`src/hw/rtl/pst_pkg.sv`:
```
// ----------------------------------------------------------------------------
// Path tokenizer package
// Result record, queue entry, role codes and character constants.
// ----------------------------------------------------------------------------
`default_nettype none

package pst_pkg;

  localparam logic [1:0] ROLE_COMP = 2'd0;
  localparam logic [1:0] ROLE_SEP  = 2'd1;
  localparam logic [1:0] ROLE_DROP = 2'd2;

  localparam logic [7:0] CH_SLASH    = 8'h2F;
  localparam logic [7:0] CH_COLON    = 8'h3A;
  localparam logic [7:0] CH_DOT      = 8'h2E;
  localparam logic [7:0] CH_UNDER    = 8'h5F;
  localparam logic [7:0] CH_LOW_A    = 8'h61;
  localparam logic [7:0] CH_LOW_Z    = 8'h7A;
  localparam logic [7:0] CH_UP_A     = 8'h41;
  localparam logic [7:0] CH_UP_Z     = 8'h5A;
  localparam logic [7:0] CH_DIG_0    = 8'h30;
  localparam logic [7:0] CH_DIG_9    = 8'h39;
  localparam logic [7:0] DRIVE_RESET = 8'h43;
  localparam logic [7:0] DEPTH_MAX   = 8'hFF;

  typedef struct packed {
    logic [7:0] ch;
    logic [1:0] role;
    logic [7:0] idx;
    logic       is_last;
    logic       valid;
    logic       absolute;
    logic       directory;
    logic [7:0] depth;
  } res_t;

  // one accepted byte: one or two results
  typedef struct packed {
    res_t r0;
    res_t r1;
    logic two;
  } entry_t;

endpackage

`default_nettype wire

```
`src/hw/rtl/pst_if.sv`:
```
// ----------------------------------------------------------------------------
// Path tokenizer channels
// Valid/ready channels for path bytes in and tagged results out.
// ----------------------------------------------------------------------------
`default_nettype none

interface pst_in_if;
  logic       valid;
  logic       ready;
  logic [7:0] in_char;
  logic       last_char;

  modport source (output valid, output in_char, output last_char, input ready);
  modport sink   (input valid, input in_char, input last_char, output ready);
endinterface

interface pst_out_if;
  logic       valid;
  logic       ready;
  logic [7:0] out_char;
  logic [1:0] char_role;
  logic [7:0] component_index;
  logic       is_last;
  logic       path_valid;
  logic       path_absolute;
  logic       path_directory;
  logic [7:0] path_depth;

  modport source (output valid, output out_char, output char_role, output component_index,
                  output is_last, output path_valid, output path_absolute,
                  output path_directory, output path_depth, input ready);
  modport sink   (input valid, input out_char, input char_role, input component_index,
                  input is_last, input path_valid, input path_absolute,
                  input path_directory, input path_depth, output ready);
endinterface

`default_nettype wire

```
`src/hw/rtl/pst_queue.sv`:
```
// ----------------------------------------------------------------------------
// Path tokenizer queue
// Small register FIFO of classified bytes between front and back.
// ----------------------------------------------------------------------------
`default_nettype none

module pst_queue
  import pst_pkg::*;
#(
  parameter int DEPTH = 4
) (
  input  logic   clk,
  input  logic   rst_n,
  input  logic   wr_en,
  input  entry_t wr_data,
  output logic   full,
  input  logic   rd_en,
  output entry_t rd_data,
  output logic   empty
);

  localparam int PW = (DEPTH > 1) ? $clog2(DEPTH) : 1;
  localparam int CW = $clog2(DEPTH + 1);

  entry_t          mem [DEPTH];
  logic [PW-1:0]   wr_ptr_r, wr_ptr_nxt;
  logic [PW-1:0]   rd_ptr_r, rd_ptr_nxt;
  logic [CW-1:0]   count_r, count_nxt;
  logic            do_wr, do_rd;

  assign full    = (count_r == CW'(DEPTH));
  assign empty   = (count_r == '0);
  assign do_wr   = wr_en && !full;
  assign do_rd   = rd_en && !empty;
  assign rd_data = mem[rd_ptr_r];

  always_comb begin
    wr_ptr_nxt = wr_ptr_r;
    rd_ptr_nxt = rd_ptr_r;
    count_nxt  = count_r;
    if (do_wr) begin
      wr_ptr_nxt = (wr_ptr_r == PW'(DEPTH - 1)) ? '0 : wr_ptr_r + 1'b1;
    end
    if (do_rd) begin
      rd_ptr_nxt = (rd_ptr_r == PW'(DEPTH - 1)) ? '0 : rd_ptr_r + 1'b1;
    end
    if (do_wr && !do_rd) begin
      count_nxt = count_r + 1'b1;
    end else if (do_rd && !do_wr) begin
      count_nxt = count_r - 1'b1;
    end
  end

  always_ff @(posedge clk) begin
    if (!rst_n) begin
      wr_ptr_r <= '0;
      rd_ptr_r <= '0;
      count_r  <= '0;
    end else begin
      wr_ptr_r <= wr_ptr_nxt;
      rd_ptr_r <= rd_ptr_nxt;
      count_r  <= count_nxt;
    end
  end

  always_ff @(posedge clk) begin
    if (do_wr) begin
      mem[wr_ptr_r] <= wr_data;
    end
  end

endmodule

`default_nettype wire

```
`src/hw/rtl/pst_front.sv`:
```
// ----------------------------------------------------------------------------
// Path tokenizer front
// Accepts bytes, runs the path parse state and builds result records.
// ----------------------------------------------------------------------------
`default_nettype none

module pst_front
  import pst_pkg::*;
(
  input  logic       clk,
  input  logic       rst_n,
  input  logic       cfg_we,
  input  logic [7:0] cfg_wdata,
  input  logic       in_valid,
  output logic       in_ready,
  input  logic [7:0] in_char,
  input  logic       last_char,
  input  logic       q_full,
  output logic       q_push,
  output entry_t     q_entry
);

  localparam logic [1:0] PH_START  = 2'd0;
  localparam logic [1:0] PH_HELD   = 2'd1;
  localparam logic [1:0] PH_PREFIX = 2'd2;
  localparam logic [1:0] PH_BODY   = 2'd3;

  typedef struct packed {
    logic       nonempty;
    logic [7:0] depth;
    logic       ok;
  } pstate_t;

  typedef struct packed {
    pstate_t s;
    res_t    r;
  } step_t;

  localparam pstate_t PSTATE_RESET = '{nonempty: 1'b0, depth: 8'd0, ok: 1'b1};

  function automatic logic char_allowed(input logic [7:0] c);
    return c inside {[CH_LOW_A:CH_LOW_Z], [CH_UP_A:CH_UP_Z], [CH_DIG_0:CH_DIG_9],
                     CH_SLASH, CH_DOT, CH_UNDER};
  endfunction

  function automatic res_t mk_res(input logic [7:0] c, input logic [1:0] role,
                                  input logic [7:0] idx);
    res_t r;
    r      = '0;
    r.ch   = c;
    r.role = role;
    r.idx  = idx;
    return r;
  endfunction

  function automatic step_t body_step(input pstate_t s, input logic [7:0] c);
    step_t o;
    o.s = s;
    if (c == CH_SLASH) begin
      if (!s.nonempty) o.s.ok = 1'b0;
      o.r = mk_res(c, ROLE_SEP, s.depth);
      if (s.depth != DEPTH_MAX) o.s.depth = s.depth + 8'd1;
      o.s.nonempty = 1'b0;
    end else begin
      if (!char_allowed(c)) o.s.ok = 1'b0;
      o.r = mk_res(c, ROLE_COMP, s.depth);
      o.s.nonempty = 1'b1;
    end
    return o;
  endfunction

  // leading slash of a relative path is dropped but flags the path
  function automatic step_t first_step(input pstate_t s, input logic [7:0] c);
    step_t o;
    if (c == CH_SLASH) begin
      o.s    = s;
      o.s.ok = 1'b0;
      o.r    = mk_res(c, ROLE_DROP, 8'd0);
    end else begin
      o = body_step(s, c);
    end
    return o;
  endfunction

  logic [7:0] drive_r;
  logic [1:0] phase_r, phase_nxt;
  logic [7:0] held_r, held_nxt;
  pstate_t    st_r, st_nxt;
  logic       abs_r, abs_nxt;

  logic       accept;
  logic       push;
  entry_t     ent;
  step_t      sa, sb;
  logic [7:0] fin_depth;

  assign in_ready = !q_full;
  assign accept   = in_valid && in_ready;
  assign q_push   = accept && push;
  assign q_entry  = ent;

  always_comb begin
    phase_nxt = phase_r;
    held_nxt  = held_r;
    st_nxt    = st_r;
    abs_nxt   = abs_r;
    push      = 1'b0;
    ent       = '0;
    sa        = '0;
    sb        = '0;
    fin_depth = '0;

    case (phase_r)
      PH_START: begin
        if (!last_char && in_char == drive_r) begin
          held_nxt  = in_char;
          phase_nxt = PH_HELD;
        end else begin
          sa        = first_step(st_r, in_char);
          st_nxt    = sa.s;
          ent.r0    = sa.r;
          push      = 1'b1;
          phase_nxt = PH_BODY;
        end
      end
      PH_HELD: begin
        push    = 1'b1;
        ent.two = 1'b1;
        if (in_char == CH_COLON) begin
          abs_nxt   = 1'b1;
          ent.r0    = mk_res(held_r, ROLE_DROP, 8'd0);
          ent.r1    = mk_res(in_char, ROLE_DROP, 8'd0);
          phase_nxt = PH_PREFIX;
        end else begin
          sa        = first_step(st_r, held_r);
          sb        = body_step(sa.s, in_char);
          st_nxt    = sb.s;
          ent.r0    = sa.r;
          ent.r1    = sb.r;
          phase_nxt = PH_BODY;
        end
      end
      PH_PREFIX: begin
        push      = 1'b1;
        phase_nxt = PH_BODY;
        if (in_char == CH_SLASH) begin
          ent.r0 = mk_res(in_char, ROLE_DROP, 8'd0);
        end else begin
          sa.s      = st_r;
          sa.s.ok   = 1'b0;
          sb        = body_step(sa.s, in_char);
          st_nxt    = sb.s;
          ent.r0    = sb.r;
        end
      end
      default: begin
        push      = 1'b1;
        sa        = body_step(st_r, in_char);
        st_nxt    = sa.s;
        ent.r0    = sa.r;
        phase_nxt = PH_BODY;
      end
    endcase

    // summary rides on the final result; path state starts over
    if (last_char) begin
      fin_depth = st_nxt.depth;
      if (st_nxt.nonempty && st_nxt.depth != DEPTH_MAX) fin_depth = st_nxt.depth + 8'd1;
      if (ent.two) begin
        ent.r1.is_last   = 1'b1;
        ent.r1.valid     = st_nxt.ok;
        ent.r1.absolute  = abs_nxt;
        ent.r1.directory = (in_char == CH_SLASH);
        ent.r1.depth     = fin_depth;
      end else begin
        ent.r0.is_last   = 1'b1;
        ent.r0.valid     = st_nxt.ok;
        ent.r0.absolute  = abs_nxt;
        ent.r0.directory = (in_char == CH_SLASH);
        ent.r0.depth     = fin_depth;
      end
      phase_nxt = PH_START;
      held_nxt  = '0;
      st_nxt    = PSTATE_RESET;
      abs_nxt   = 1'b0;
    end
  end

  always_ff @(posedge clk) begin
    if (!rst_n) begin
      drive_r <= DRIVE_RESET;
      phase_r <= PH_START;
      held_r  <= '0;
      st_r    <= PSTATE_RESET;
      abs_r   <= 1'b0;
    end else begin
      if (cfg_we) begin
        drive_r <= cfg_wdata;
      end
      if (accept) begin
        phase_r <= phase_nxt;
        held_r  <= held_nxt;
        st_r    <= st_nxt;
        abs_r   <= abs_nxt;
      end
    end
  end

endmodule

`default_nettype wire

```
`src/hw/rtl/pst_back.sv`:
```
// ----------------------------------------------------------------------------
// Path tokenizer back
// Unpacks queued entries into single results behind an output register.
// ----------------------------------------------------------------------------
`default_nettype none

module pst_back
  import pst_pkg::*;
(
  input  logic   clk,
  input  logic   rst_n,
  input  logic   q_empty,
  input  entry_t q_head,
  output logic   q_pop,
  output logic   out_valid,
  input  logic   out_ready,
  output res_t   out_res
);

  logic out_valid_r, out_valid_nxt;
  logic sel_r, sel_nxt;
  res_t res_r;
  logic load;

  assign load      = !q_empty && (!out_valid_r || out_ready);
  assign out_valid = out_valid_r;
  assign out_res   = res_r;

  always_comb begin
    sel_nxt       = sel_r;
    q_pop         = 1'b0;
    out_valid_nxt = out_valid_r && !out_ready;
    if (load) begin
      out_valid_nxt = 1'b1;
      // second result of a two-result entry is loaded when the first one is taken
      if (q_head.two && !sel_r) begin
        sel_nxt = 1'b1;
      end else begin
        sel_nxt = 1'b0;
        q_pop   = 1'b1;
      end
    end
  end

  always_ff @(posedge clk) begin
    if (!rst_n) begin
      out_valid_r <= 1'b0;
      sel_r       <= 1'b0;
    end else begin
      out_valid_r <= out_valid_nxt;
      sel_r       <= sel_nxt;
    end
  end

  always_ff @(posedge clk) begin
    if (load) begin
      res_r <= sel_r ? q_head.r1 : q_head.r0;
    end
  end

endmodule

`default_nettype wire

```
`src/hw/rtl/path_string_tokenizer_core.sv`:
```
// Flow: an accepted byte's result is written to the queue and then loaded into the
//   output register; a held drive letter waits for the next byte.
// Throughput: one byte per cycle while the queue has room; the byte after a held
//   drive letter yields two results, which leave the output register one per cycle while the receiver is ready.
// The front parser takes a byte each cycle the queue of QUEUE_DEPTH entries has room.
// Reset (synchronous, rst_n low) empties the queue, clears the path state and
//   sets the drive letter to 'C'.
// ----------------------------------------------------------------------------
// Path string tokenizer
// Tags path bytes as component, separator or dropped (prefix or leading slash) and
// reports a per-path summary on the last byte.
// ----------------------------------------------------------------------------
`default_nettype none

module path_string_tokenizer_core
  import pst_pkg::*;
#(
  parameter int QUEUE_DEPTH = 4
) (
  input  logic       clk,
  input  logic       rst_n,
  input  logic       cfg_we,
  input  logic [7:0] cfg_wdata,
  pst_in_if.sink     in_if,
  pst_out_if.source  out_if
);

  logic   q_full, q_empty, q_push, q_pop;
  entry_t q_wdata, q_head;
  res_t   res;

  pst_front u_front (
    .clk       (clk),
    .rst_n     (rst_n),
    .cfg_we    (cfg_we),
    .cfg_wdata (cfg_wdata),
    .in_valid  (in_if.valid),
    .in_ready  (in_if.ready),
    .in_char   (in_if.in_char),
    .last_char (in_if.last_char),
    .q_full    (q_full),
    .q_push    (q_push),
    .q_entry   (q_wdata)
  );

  pst_queue #(.DEPTH(QUEUE_DEPTH)) u_queue (
    .clk     (clk),
    .rst_n   (rst_n),
    .wr_en   (q_push),
    .wr_data (q_wdata),
    .full    (q_full),
    .rd_en   (q_pop),
    .rd_data (q_head),
    .empty   (q_empty)
  );

  pst_back u_back (
    .clk       (clk),
    .rst_n     (rst_n),
    .q_empty   (q_empty),
    .q_head    (q_head),
    .q_pop     (q_pop),
    .out_valid (out_if.valid),
    .out_ready (out_if.ready),
    .out_res   (res)
  );

  assign out_if.out_char        = res.ch;
  assign out_if.char_role       = res.role;
  assign out_if.component_index = res.idx;
  assign out_if.is_last         = res.is_last;
  assign out_if.path_valid      = res.valid;
  assign out_if.path_absolute   = res.absolute;
  assign out_if.path_directory  = res.directory;
  assign out_if.path_depth      = res.depth;

endmodule

`default_nettype wire

```
`src/flat_wrapper.sv`:
```
// flat-port wrapper written by rule: the top's interface ports become plain ports
module path_string_tokenizer_core_flat import pst_pkg::*;
#(
  parameter int QUEUE_DEPTH = 4
)
  (clk, rst_n, cfg_we, cfg_wdata, in_if_valid, in_if_in_char, in_if_last_char, in_if_ready, out_if_valid, out_if_out_char, out_if_char_role, out_if_component_index, out_if_is_last, out_if_path_valid, out_if_path_absolute, out_if_path_directory, out_if_path_depth, out_if_ready);
  pst_in_if in_if_i ();
  pst_out_if out_if_i ();
  input  logic clk;
  input  logic rst_n;
  input  logic cfg_we;
  input  logic [7:0] cfg_wdata;
  input wire logic [$bits(in_if_i.valid)-1:0] in_if_valid;
  input wire logic [$bits(in_if_i.in_char)-1:0] in_if_in_char;
  input wire logic [$bits(in_if_i.last_char)-1:0] in_if_last_char;
  output wire logic [$bits(in_if_i.ready)-1:0] in_if_ready;
  output wire logic [$bits(out_if_i.valid)-1:0] out_if_valid;
  output wire logic [$bits(out_if_i.out_char)-1:0] out_if_out_char;
  output wire logic [$bits(out_if_i.char_role)-1:0] out_if_char_role;
  output wire logic [$bits(out_if_i.component_index)-1:0] out_if_component_index;
  output wire logic [$bits(out_if_i.is_last)-1:0] out_if_is_last;
  output wire logic [$bits(out_if_i.path_valid)-1:0] out_if_path_valid;
  output wire logic [$bits(out_if_i.path_absolute)-1:0] out_if_path_absolute;
  output wire logic [$bits(out_if_i.path_directory)-1:0] out_if_path_directory;
  output wire logic [$bits(out_if_i.path_depth)-1:0] out_if_path_depth;
  input wire logic [$bits(out_if_i.ready)-1:0] out_if_ready;
  assign in_if_i.valid = in_if_valid;
  assign in_if_i.in_char = in_if_in_char;
  assign in_if_i.last_char = in_if_last_char;
  assign in_if_ready = in_if_i.ready;
  assign out_if_valid = out_if_i.valid;
  assign out_if_out_char = out_if_i.out_char;
  assign out_if_char_role = out_if_i.char_role;
  assign out_if_component_index = out_if_i.component_index;
  assign out_if_is_last = out_if_i.is_last;
  assign out_if_path_valid = out_if_i.path_valid;
  assign out_if_path_absolute = out_if_i.path_absolute;
  assign out_if_path_directory = out_if_i.path_directory;
  assign out_if_path_depth = out_if_i.path_depth;
  assign out_if_i.ready = out_if_ready;
  path_string_tokenizer_core #(.QUEUE_DEPTH(QUEUE_DEPTH)) u_core (.clk(clk), .rst_n(rst_n), .cfg_we(cfg_we), .cfg_wdata(cfg_wdata), .in_if(in_if_i), .out_if(out_if_i));
endmodule
```
`config.mk`:
```
export PLATFORM = sky130hd
export DESIGN_NAME = path_string_tokenizer_core_flat
export DESIGN_NICKNAME = d
export VERILOG_FILES = /design/src/hw/rtl/pst_pkg.sv /design/src/hw/rtl/pst_if.sv /design/src/hw/rtl/pst_queue.sv /design/src/hw/rtl/pst_front.sv /design/src/hw/rtl/pst_back.sv /design/src/hw/rtl/path_string_tokenizer_core.sv /design/src/flat_wrapper.sv
export SDC_FILE = /design/constraint.sdc
export NUM_CORES = 1
export LEC_CHECK = 0
export ABC_AREA = 1
export BUFFER_PORTS_ARGS = -buffer_cell sky130_fd_sc_hd__buf_2
export CAP_MARGIN = 0
export CORE_ASPECT_RATIO = 0.5
export CORE_MARGIN = 8
export CORE_UTILIZATION = 60
export CTS_BUF_LIST = sky130_fd_sc_hd__clkbuf_8
export DETAILED_ROUTE_END_ITERATION = 6
export HOLD_SLACK_MARGIN = 0.05
export PLACE_DENSITY_LB_ADDON = 0.12
export SYNTH_ARGS = -nofsm -noshare
export SYNTH_HDL_FRONTEND = slang
export SYNTH_HIERARCHICAL = 1
export SYNTH_SLANG_ARGS = --single-unit
```
`constraint.sdc`:
```
create_clock -name clk -period 5.55 [get_ports clk]
set_clock_uncertainty 0.15 [all_clocks]
set_input_delay 0.555 -clock clk [delete_from_list [all_inputs] [get_ports clk]]
set_output_delay 0.555 -clock clk [all_outputs]
set_load 0.005 [all_outputs]
```
; ---- After elaboration in Yosys (flattened, before gate mapping)
; Memories as Yosys holds them, arrays and structs flattened. A register that Yosys moved wholly into a read port is not among the register bits.
; Index checks and enable logic that the tools add are counted.
[word_totals]
regBits = 68
ram_bits = 244
inputBits = 22
out_inout_bits = 32
elab_cells = 146
memories = 1
[op_classes]
n_addsub = 7
magnitude_cmp = 12
eq_ne = 16
n_mux = 56
reduce_logical = 34
[mem_list]
columns = name, depth, width, read_ports, rd_clocked_by_memory_dff, wr, line
row1 = u_core.u_queue.mem, 4, 61, 1, 1, 1, pst_queue.sv:25  ; entry_t mem [DEPTH];
[ops]
columns = operator, count
row1 = $mux W40, 4
row2 = $mux W31, 3
row3 = $pmux W30 S3, 1
row4 = $mux W8, 8
row5 = $mux W30, 2
row6 = $mux W60, 1
row7 = $mux W12, 4
row8 = $eq A8 B6 Y1 const B, 5
row9 = $mux W10, 4
row10 = $ge A8 B7 Y1 const B, 4
row11 = $le A8 B7 Y1 const B, 4
row12 = $pmux W10 S3, 1
row13 = $add A8 B1 Y8 const B, 3
row14 = $ne A8 B8 Y1 const B, 3
row15 = $mux W22, 1
row16 = $mux W1, 18
row17 = $logic_and A1 B1 Y1, 17
row18 = $eq A8 B7 Y1 const B, 2
row19 = $ge A8 B6 Y1 const B, 2
row20 = $le A8 B6 Y1 const B, 2
row21 = $mux W2, 6
row22 = $reduce_bool A6 Y1, 2
row23 = $eq A8 B8 Y1, 1
row24 = $logic_not A1 Y1, 8
row25 = other kinds (13), 19

; ---- Logic depth before layout (Yosys ltp)
[logic_depth]
word_depth = 17
depth_mapped = 18
mapped_depth_nobuf = 18

; ---- Hierarchy
; The synthesis kept the hierarchy.
[modules_own_cells]
columns = mod, n_inst, cells_each, area_each_um2, seq_area_each_um2
row1 = pst_queue, 1, 661, 10128.5, 7507.2
row2 = pst_front, 1, 436, 2538.7, 580.6
row3 = pst_back, 1, 141, 1363.8, 940.9

; ---- Worst setup path after synthesis
; Ideal clock, no wire load.
[synth_path]
kind = register to register
startpoint = reg u_core.u_queue.count_r[0]
endpoint = mem u_core/u_queue/mem[0][0] (netlist bit) (enable)
setup_ns = 0.480
arrival_time_ns = 3.859
required_ns = 4.920
path_slack_ns = 1.061
path_stages_with_launch = 10
path_buffers = 1
period_less_slack_ns = 4.489
path_cell_list = dfxtp_1 nor2_1 nand2_1 inv_1 inv_1 nand2_1 clkbuf_1 nor2_1 nand2_1 nor2_1
[synth_between]
elab_chain_cells = 7
[synth_rtl]
columns = element, line
row1 = from (decl), pst_queue.sv:28  ; logic [CW-1:0] count_r, count_nxt;
row2 = from (signal assigned), pst_queue.sv:62  ; count_r <= count_nxt;
row3 = $eq A3 B3 Y1, pst_queue.sv:31  ; assign full = (count_r == CW'(DEPTH));
row4 = net u_core.q_full, path_string_tokenizer_core.sv:28  ; logic q_full, q_empty, q_push, q_pop;
row5 = $logic_not A1 Y1, pst_front.sv:97  ; assign in_ready = !q_full;
row6 = net in_if_ready, flat_wrapper.sv:16  ; output wire logic [$bits(in_if_i.ready)-1:0] in_if_ready;
row7 = $logic_and A1 B1 Y1, pst_front.sv:98  ; assign accept = in_valid && in_ready;
row8 = $logic_and A1 B1 Y1, pst_front.sv:99  ; assign q_push = accept && push;
row9 = net u_core.q_push, path_string_tokenizer_core.sv:28
row10 = $logic_and A1 B1 Y1, pst_queue.sv:33  ; assign do_wr = wr_en && !full;
row11 = $mux W1, pst_queue.sv:67  ; if (do_wr) begin
row12 = $mux W1 (not written as such), pst_queue.sv:68  ; mem[wr_ptr_r] <= wr_data;
row13 = to (decl), pst_queue.sv:25
; The timed path passes the listed nets, and every way through them passes these cells.

; ---- Worst setup path after layout
[layout_path]
startpoint = reg u_core.u_queue.count_r[0]
endpoint = mem u_core/u_queue/mem[1][21] (netlist bit) (enable)
[layout_between]
elab_chain_cells = 7
[layout_rtl]
columns = element, line
row1 = $eq A3 B3 Y1, pst_queue.sv:31
row2 = net u_core.q_full, path_string_tokenizer_core.sv:28
row3 = $logic_not A1 Y1, pst_front.sv:97
row4 = $logic_and A1 B1 Y1, pst_front.sv:98
row5 = $logic_and A1 B1 Y1, pst_front.sv:99
row6 = net u_core.q_push, path_string_tokenizer_core.sv:28
row7 = $logic_and A1 B1 Y1, pst_queue.sv:33
row8 = $mux W1, pst_queue.sv:67
row9 = $mux W1 (not written as such), pst_queue.sv:68
; The timed path passes the listed nets, and every way through them passes these cells.

==> metrics.yaml <==
status: "complete, no violations"
nets: 1329
area_growth_pct: 8.79
cp_max_fo: 28
multi_input_area_um2: 4340
grt_pass1_vias: 9008
final_util_pct: 66.7
peakVddDrop_mv: 0.466
slew_viol_final: 0
wl_mm: 31.2
rsz0062_at_grt: "no"
synth-edff-count: 274
yosysTopAreaCellShare_pct: 58.6
cts.sink_count: 314
yosys_warnings: 6
end_kind: "flip-flop"
cts_tree: "built"
period_share_pct: 62.8
initial_core_util_pct: 61.3
p_per_area_nw_per_um2: 455
seq_area_um2: 9030
cp_data_required_time_ns: 5.63
clk_pin_slew_ns: 0.06
synthesis.instances: 1238
cts_resized: 0
gp_congestion: 0.881
drtIter0Drc: 768
synth_cell_type_count: 42
power_frac_clock_pct: 23.7
pwr-share-comb_pct: 29.8
cp-startpoint: "u_core/u_queue/count_r[0]"
min-delay-path-class: "input pin to flip-flop"
fillers: 1716
rr_endpoint: "u_core/u_queue/mem[1][21]"
pwr-share-seq_pct: 46.5
vias: 9307
rows: 39
hold_violations: 0
power_leakage_nw: 5.77
p_sw_w: 0.00242
htreeDepth: 2
synth_seq_cells: 314
timing.rr.start: "u_core/u_queue/count_r[0]"
synth_area_leaders: "edfxtp_1 59%, nand2_1 6.0%, dfxtp_1 5.7%"
async_flop_share_pct: 0
drv_cap: 0
post_cts_buffers: 0
cts_root_buf: "clkbuf_8"
core_um2: 22900
syn_avg_cell_area_um2: 11.3
antenna_left: 0
gr-total-overflow: 0
worstSetupEndpoint: "u_core/u_queue/mem[1][21]"
drive_above_1_share_pct: 18.3
clkLatencyLatePin_ns: 0.56
ys_seq_area_share_pct: 64.3
synthFlopType: "edfxtp_1"
synth_area_leader_cell: "edfxtp_1"
ios: 54
setup_viol: 0
grt_max_degree: 81
yosys-top-cells-count: "274 x edfxtp_1, 225 x nand2_1, 183 x nor2_1"
r2r_cells: 9
period_needed_ns: 3.49
cts_buffers: 44
drtPass1Iterations: 5
rrSetupSlack_ns: 2.06
drt-vias-per-instance: 5.68
synth_most_common_cell: "edfxtp_1"
switching_share_pct: 34.8
dieHeight_um: 124
timing.final.ws_setup_ns: 2.06
port-buffer-count: 53
dieArea_um2: 28800
cp.arrival_ns: 3.57
cts.path.max_buffers: 3
fp.dieW_um: 232
route.detailed.drc: 0
syn_nets: 1269
fin_tns_setup_ns: 0
synth_area_um2: 14000
dpl.hpwl_mm: 18.5
grt_pass1_wl_mm: 48.9
hold_buffers: 3
grt_usage_pct: 21.6
p_int_w: 0.00453
place_worst_setup_slack_ns: 2.02
crit_type: "flip-flop to flip-flop"
antenna_cells: 0
wl_per_cell_um: 19.0
worst_pin_slew_ns: 1.00
grt_antenna_before_repair: 0
crit_path_start_kind: "flip-flop"
fmax_ghz: 0.287
relSlewSlack_pct: 33.2
[layer usage]
layer,GRT usage (%),up-vias,wire (um)
met4,6.26,0,516
met5,0,-,0
li1,-,4415,-
met2,34.9,297,14400
met1,29.8,4548,14100
met3,4.39,47,2160
[area by class of cell]
type	count	share of cell area, %
clock buffers	46	4.15
flip-flops and latches	314	59.2
repair buffers	68	2.52
inverters	87	2.19
multi-input cells	783	28.4
well taps	307	2.52
clock inverters	33	1.03
[worst max-delay path: stages (launching register included)]
cell     delay (ns)
dfxtp_1        0.38
nor2_1         0.07
nand2_1        0.13
inv_1          0.05
inv_1          0.07
nand2_1        0.37
nor2_1         0.31
nand2_1        0.32
nor2_4         0.85
buf_4          0.43
[cells by family (layout without fill, tap and decap cells)]
group / Yosys count / in the layout / share of synthesized area [%]
XOR/XNOR: 9 / 9 / 0.562
AND/OR/NAND/NOR: 517 / 517 / 17.6
adder cells (fa/ha/maj): 9 / 9 / 0.856
AO/OA/AOI/OAI: 248 / 248 / 11.6
buffers and inverters: 141 / 234 / 4.96
flip-flops: 314 / 314 / 64.3
[state kept, by name, summed over array words and instances, names as in the netlist, named ones only]
signal                   flops
u_core/u_queue/mem         244
u_core/u_back/out_res       30
u_core/u_front/st_r         10
u_core/u_front/drive_r       8
u_core/u_front/held_r        8
u_core/u_queue/count_r       3
u_core/u_front/phase_r       2
u_core/u_queue/rd_ptr_r      2
u_core/u_queue/wr_ptr_r      2
u_core/u_back/out_valid      1
u_core/u_back/sel_r          1
u_core/u_front/abs_r         1
[metrics by stage]
| stage | area, um^2 | cells | hold WS, ns | power [W] |
|---|---|---|---|---|
| 6_report | 15300 | 1638 | 0.0962 | 0.00695 |
| 5_1_grt | 15300 | 1638 | 0.0815 | 0.00735 |
| 4_1_cts | 15300 | 1638 | 0.0606 | 0.00701 |
| 3_5_place_dp | 14400 | 1556 | 0.307 | 0.00536 |
| 3_3_place_gp | 14400 | 1556 | 0.301 | 0.00530 |
| 2_1_floorplan | 14000 | 1238 | 0.291 | 0.00484 |
[power groups by stage]
stage	logic, W	registers [W]	clock network [W]
final	0.00207	0.00323	0.00165
after global routing	0.00229	0.00327	0.00179
after CTS	0.00209	0.00323	0.00169
after detailed placement	0.00208	0.00328	0
after global placement	0.00203	0.00327	0
after floorplan	0.00159	0.00324	0
[layout by cell type, fill, tap and decap left out, types with 25 or more instances in the layout]
| cell type | synthesis | final |
|---|---|---|
| o21ai_0 | 109 | 109 |
| o22ai_2 | 40 | 40 |
| nor2_1 | 183 | 179 |
| nand2_1 | 225 | 225 |
| edfxtp_1 | 274 | 274 |
| inv_1 | 76 | 94 |
| nor2_4 | 42 | 46 |
| o22ai_1 | 31 | 31 |
| dfxtp_1 | 40 | 38 |
| clkbuf_8 | 0 | 46 |
| o21ai_1 | 30 | 30 |
| nand3_1 | 27 | 27 |
| buf_2 | 21 | 53 |
| a21oi_1 | 25 | 25 |
[worst min path at each step]
| stage | start | to | slack [ns] | cells after the start |
|---|---|---|---|---|
| global placement | u_core/u_front/st_r[0] | u_core/u_front/st_r[0] | 0.30 | 2 |
| CTS | cfg_wdata[2] | u_core/u_front/drive_r[2] | 0.06 | 3 |
| global route | cfg_wdata[3] | u_core/u_front/drive_r[3] | 0.08 | 3 |
| finish | cfg_wdata[4] | u_core/u_front/drive_r[4] | 0.1 | 3 |
| floorplan | u_core/u_front/st_r[0] | u_core/u_front/st_r[0] | 0.29 | 2 |
| detailed placement | u_core/u_front/abs_r | u_core/u_front/abs_r | 0.31 | 2 |
No activity file was read; power rests on OpenSTA's default activity.
